**config.mk**
```make
export PLATFORM = sky130hd
export DESIGN_NAME = ppu_mem
export DESIGN_NICKNAME = d
export VERILOG_FILES = /design/src/design/ppu_pkg.sv /design/src/design/ppu_mem.sv
export SDC_FILE = /design/constraint.sdc
export NUM_CORES = 2
export LEC_CHECK = 0
export BUFFER_PORTS_ARGS = -buffer_cell sky130_fd_sc_hd__buf_2
export CORE_ASPECT_RATIO = 1.75
export CORE_MARGIN = 1
export CORE_UTILIZATION = 65
export CTS_CLUSTER_SIZE = 16
export DETAILED_ROUTE_END_ITERATION = 8
export GPL_ROUTABILITY_DRIVEN = 0
export PLACE_DENSITY_LB_ADDON = 0.08
export SKIP_CTS_REPAIR_TIMING = 1
export SLEW_MARGIN = 40
export SYNTH_ARGS = -nofsm -noshare
export SYNTH_HDL_FRONTEND = slang
export SYNTH_MEMORY_MAX_BITS = 65536
export SYNTH_SLANG_ARGS = --single-unit
```
**constraint.sdc**
```tcl
create_clock -name clk -period 18.82 [get_ports clk]
set_input_delay 3.764 -clock clk [delete_from_list [all_inputs] [get_ports clk]]
set_output_delay 3.764 -clock clk [all_outputs]
set_load 0.1 [all_outputs]
```
**src/design/ppu_pkg.sv**
```systemverilog
package ppu_pkg;

  localparam int PARTICLE_COUNT_DEF = 32;
  localparam int SLOT_W = 6;
  localparam int POS_W = 24;
  localparam int DT_W = 16;
  localparam int LIFE_W = 17;
  localparam int SHADE_W = 9;
  localparam int ALPHA_W = 19;
  localparam int RAW_W = 7;

  localparam logic [LIFE_W-1:0] LIFE_ONE = 17'd65536;
  localparam logic signed [ALPHA_W-1:0] ALPHA_ONE = 19'sd65536;
  localparam logic signed [ALPHA_W-1:0] ALPHA_FLOOR = -19'sd262144;
  localparam logic [SHADE_W-1:0] SHADE_ONE = 9'd256;
  localparam logic [SHADE_W-1:0] SHADE_BASE = 9'd128;
  localparam logic [RAW_W-1:0] RAW_MAX = 7'd99;

  localparam logic KIND_SPAWN = 1'b0;
  localparam logic KIND_REPORT = 1'b1;
  localparam logic ACT_SPAWN = 1'b0;
  localparam logic ACT_TICK = 1'b1;

  typedef struct packed {
    logic [LIFE_W-1:0] life;
    logic signed [POS_W-1:0] px;
    logic signed [POS_W-1:0] py;
    logic signed [POS_W-1:0] vx;
    logic signed [POS_W-1:0] vy;
    logic [SHADE_W-1:0] shade;
    logic signed [ALPHA_W-1:0] alpha;
  } entry_t;

  localparam entry_t ENTRY_RESET = '{life: '0, px: '0, py: '0, vx: '0, vy: '0,
                                     shade: SHADE_ONE, alpha: ALPHA_ONE};

  function automatic logic [RAW_W-1:0] sat_raw(input logic [RAW_W-1:0] r);
    return (r > RAW_MAX) ? RAW_MAX : r;
  endfunction

  // (raw-50)*256/10 toward zero; divide by 10 through a reciprocal
  function automatic logic signed [11:0] jitter_of(input logic [RAW_W-1:0] raw);
    logic signed [7:0] d;
    logic [6:0] mag;
    logic [13:0] m;
    logic [29:0] p;
    logic [11:0] q;
    d = signed'({1'b0, sat_raw(raw)}) - 8'sd50;
    mag = d[7] ? 7'(-d) : 7'(d);
    m = {mag, 7'd0} << 1;
    p = 30'(m) * 30'd52429;
    q = 12'(p >> 19);
    return d[7] ? -signed'(q) : signed'(q);
  endfunction

  function automatic logic [SHADE_W-1:0] shade_of(input logic [RAW_W-1:0] raw);
    logic [14:0] m;
    logic [31:0] p;
    m = {sat_raw(raw), 8'd0};
    p = 32'(m) * 32'd41944;
    return SHADE_BASE + SHADE_W'(p >> 22);
  endfunction

  function automatic logic signed [POS_W-1:0] sat_pos(input logic signed [POS_W+1:0] v);
    if (v > 26'sd8388607) return 24'sd8388607;
    if (v < -26'sd8388608) return -24'sd8388608;
    return v[POS_W-1:0];
  endfunction

  // |v|/10 truncated, by reciprocal multiply
  function automatic logic [19:0] mag_div10(input logic signed [POS_W-1:0] v);
    logic [POS_W-1:0] mag;
    logic [55:0] p;
    mag = v[POS_W-1] ? POS_W'(-v) : POS_W'(v);
    p = 56'(mag) * 56'h0CCCCCCCD;
    return 20'(p >> 35);
  endfunction

  typedef enum logic [6:0] {
    S_IDLE   = 7'b0000001,
    S_SEARCH = 7'b0000010,
    S_SPCALC = 7'b0000100,
    S_SPWR   = 7'b0001000,
    S_TRD    = 7'b0010000,
    S_TMUL   = 7'b0100000,
    S_TWB    = 7'b1000000
  } state_t;

endpackage

```
**src/design/ppu_mem.sv**
```systemverilog
module ppu_mem
  import ppu_pkg::*;
#(
  parameter int PARTICLE_COUNT = PARTICLE_COUNT_DEF,
  parameter int IDX_W = (PARTICLE_COUNT > 1) ? $clog2(PARTICLE_COUNT) : 1
) (
  input  logic             clk,
  input  logic             rst_n,
  input  logic             wr_en,
  input  logic [IDX_W-1:0] wr_idx,
  input  entry_t           wr_data,
  input  logic [IDX_W-1:0] rd_idx,
  output entry_t           rd_data
);

  entry_t mem [PARTICLE_COUNT];
  logic [PARTICLE_COUNT-1:0] valid_r;
  entry_t rd_q_r;
  logic rd_v_r;

  always_ff @(posedge clk) begin
    if (wr_en) begin
      mem[wr_idx] <= wr_data;
    end
    rd_q_r <= mem[rd_idx];
  end

  // unwritten entries read as the reset entry
  always_ff @(posedge clk) begin
    if (!rst_n) begin
      valid_r <= '0;
      rd_v_r <= 1'b0;
    end else begin
      if (wr_en) begin
        valid_r[wr_idx] <= 1'b1;
      end
      rd_v_r <= valid_r[rd_idx];
    end
  end

  assign rd_data = rd_v_r ? rd_q_r : ENTRY_RESET;

endmodule

```
# Yosys cells after proc, flatten, opt, wreduce, memory -nomap -nowiden
# Memories as Yosys holds them, arrays and structs flattened. A register that Yosys moved wholly into a read port is not among the register bits.
# Index checks and enable logic that the tools add are counted.
# op_classes
n_eq_ne	0
muxes	7
reduce_logical	1
n_lt_le_gt_ge	3
n_shift	0
bitwise_logic	1
div_mod_pow	0
add_sub_neg	0
n_mul	0
# ops
operator	count
141-bit two-way mux	1
32-bit OR	1
5-bit by 6-bit less-than comparator with 1-bit output, second input constant	2
1-bit binary-select mux with 5-bit select	1
1-bit demux with 5-bit select	1
5-bit by 1-bit greater-or-equal comparator with 1-bit output, second input constant	1
1-bit two-way mux	4
1-bit logical AND	1
# totals
register_bits	33
in_bits	154
n_memories	1
latchBits	0
output_inout_bits	141
mem_bits_rw	4512
word_cells	15
romBits	0
# memory_table
memory	words	word_bits	read_ports	rd_clocked_by_memory_dff	wr	line	source
mem	32	141	1	1	1	ppu_mem.sv:16	entry_t mem [PARTICLE_COUNT];

# Logic depth before layout (Yosys ltp)
# depth
depth_word	5
depth_mapped	8

# Worst setup path before layout
# OpenSTA, ideal clock, no wires.
# synth_timing
kind	in2reg
start	input port wr_idx[0]
end	memory mem[12][0] (netlist name) (enable)
required_ps	18175
n_path_buf	1
arrival_ps	10314
stages	3
path_slack_ps	7861
path_cell_list	or3b_2 -> clkbuf_1 -> nor2_1
# synth_rtl
item	line	source
from (decl)	ppu_mem.sv:10	input logic [IDX_W-1:0] wr_idx,
to (decl)	ppu_mem.sv:16	
# Straight into the memory's write port.

==> impl_results.md <==
- Status: finished, final reports clean
- Post-Layout Cell Count: 11291
- Period utilization: 36.79%
- Detail Route Antenna Nets: 0
- Xor/xnor share of the synthesized area: 0%
- CTS H-tree depth: 5
- Clk slew on worst S/H paths: 0.07 ns
- DIE AREA: 0.2720 mm²
- Number of global-route vias before repair: 81740
- Synth Cell Area: 0.1754 mm²
- Max FO, Critical Path: 56
- Async SR Flop Fraction: 0%
- DRC: 0
- Worst Hold Depth: 1
- Die Width: 394.7 µm
- RSZ-0062 raised after global routing: false
- Critical Path RT: 15.06 ns
- Fill cells: between 10000 and 15000
- Post-synthesis adder-cell area fraction: 0%
- Syn Area/Cell: approximately 26 µm²
- Main combinational cell family by area after synthesis: multiplexers
- Gr usage total: around 32%
- Data arrival, critical path: 3.16 ns
- Yosys warnings: 0
- Antenna violations before repair: 68
- Iteration count of the initial detailed-routing pass: 6
- Synth Instances: 6828
- Final Skew: 0.03337 ns
- Clk sinks: 4686
- Crit end category: primary output
- Layout cells sized above 1: 34.81%
- Register area share after synthesis: 79.24%
- Synth Area in Compound Gates: less than 1%
- Site Rows: 252
- Fmax: 144.4 MHz
- Root buffer cell: clkbuf_16
- Crit path kind: register to primary output
- Leakage: 61.58 nW
- Mux contribution to synthesized area: 19.13%
- Setup-failing EPs final: 0
- Relative slew slack: between 30% and 40%
- WL final: 430.3 mm
- First-pass GRT wire length: 609.2 mm
- Min-Delay Path Class: register to register
- Minimum clock period: around 6.9 ns
- Top FF cell, synth: edfxtp_1
- Port Buffers: 294
- Height of the die: slightly below 700 µm
- Max-cap viol count: 0
- EDFF count, synth: 4512
- Clk_lat worst skew: 0.91 ns
- Yosys reg bits: 4686
- Core Area: 0.2686 mm²
- Final Cell Area: 0.1963 mm²
- Hpwl dp: 213.3 mm
- Power per Cell Area: around 110 mW/mm²
- Peak supply drop: 0.08983 mV
- Overflow after GRT: 0
- CTS Buf Count: 392
- DR vias/cell: between 7 and 8
- Finished Core Util: 73.06%
- Simple-Gate Fraction of Synth Area: 0.6392%
- Vias: between 70000 and 80000
- CP startpoint kind: register
- Largest net degree at the start of global routing: 117
- Hold Fails Final Rpt: 0
- Measured slew at the worst slew-check pin: 0.9866 ns
- Clk buf depth: 4
- DR WL/cell: between 30 and 40 µm
- Starting Density: 65.29%
- Synth cell types: 23
- TNS Setup: 0 ns
- Max Transition Viols Final: 0
- Placed cells: 10528
- Worst Reg-to-Reg Cells: 3
- Net count after synthesis: 6982
- Layout Nets: ~7500
- Number of top-level pins: 295
- CTS tree: built
- 1st-iter DRT viols: 10164
- Area growth, synth to finish: 11.90%
- Cell Area, Placed: 0.1830 mm²
[where the power goes]
part | switching, W | internal [W] | total (W)
logic | 0.000517 | 0.000418 | 0.000935
clock network | 0.00364 | 0.00469 | 0.00833
registers | 0.0000654 | 0.0116 | 0.0117
[cells in the final DEF, fill, tap and decap left out, types with 39 or more instances in the layout]
master,n
edfxtp_1,4512
mux4_2,1418
clkbuf_16,405
buf_2,289
dfxtp_1,173
mux2_2,141
and2_1,139
clkbuf_1,83
clkinv_2,76
buf_6,64
buf_4,62
clkinv_1,55
bufinv_16,44
diode_2,39
[critical path: stages, from the launching register on]
cell and delay [ns]:
dfxtp_4 0.60, buf_4 0.71, and2_1 0.40, buf_2 0.49
[area by class of cell]
class | count | area, µm² | area share [%]
Multi-Input combinational cell | 1789 | 35180 | 17.93
Clock inverter | 200 | 2153 | 1.097
Antenna cell | 39 | 97.59 | 0.04972
Timing Repair Buffer | 498 | 4494 | 2.290
Sequential cell | 4686 | 139000 | 70.81
Clock buffer | 522 | 10910 | 5.561
Tap cell | 3556 | 4449 | 2.267
Inverter | 1 | 3.754 | 0.001912
[cell usage after synthesis (all sizes together), types with 4 or more instances]
cell | number | area share, %
edfxtp | 4512 | 77
mux4 | 1418 | 18
clkbuf | 204 | 0.44
dfxtp | 174 | 2.0
buf | 148 | 0.41
mux2 | 141 | 0.91
and2 | 139 | 0.50
nor2 | 34 | 0.073
o21a | 32 | 0.14
nand3b | 5 | 0.021
nand2b | 4 | 0.014
[flip-flops by register name, indices dropped and copies added (netlist names)]
signal / flops
valid_r: 32
mem: 4512
rd_v_r: 1
rd_q_r: 141
[metrics by stage]
| stage | total power [W] | worst slack, ns | hold slack, ns |
|---|---|---|---|
| after global routing | 0.02140 | 11.60 | 0.4906 |
| final | 0.02091 | 11.90 | 0.4657 |
| after CTS | 0.02100 | 11.79 | 0.4683 |
| after floorplan | 0.01244 | 7.861 | 0.4354 |
| after detailed placement | 0.01282 | 10.82 | 0.4530 |
| after global placement | 0.01277 | 10.22 | 0.4404 |
[layer usage]
metal	routed length (µm)	track usage, %	vias to the layer above
li1	-	-	30747
met1	156000	45.30	43666
met2	219600	53.56	4699
met3	42490	5.179	692
met4	11860	9.235	42
met5	288	0	-
[cell families (layout without fill, tap and decap cells)]
kind of cell	count (synthesis)	count (layout)
AO/OA/AOI/OAI	35	35
buffers and inverters	353	1221
flip-flops	4686	4686
multiplexers	1562	1562
other	0	39
AND/OR/NAND/NOR	192	192
[worst paths after layout]
| path | startpoint | to | slack (ns) |
|---|---|---|---|
| worst max-delay path | rd_v_r | rd_data[44] | 11.90 |
| worst min-delay path | valid_r[18] | valid_r[18] | 0.47 |
| worst max register to register | mem[11][50] | rd_q_r[50] | 16.94 |
| worst min register to register | valid_r[18] | valid_r[18] | 0.47 |
Power figures use the tool's default switching activity.
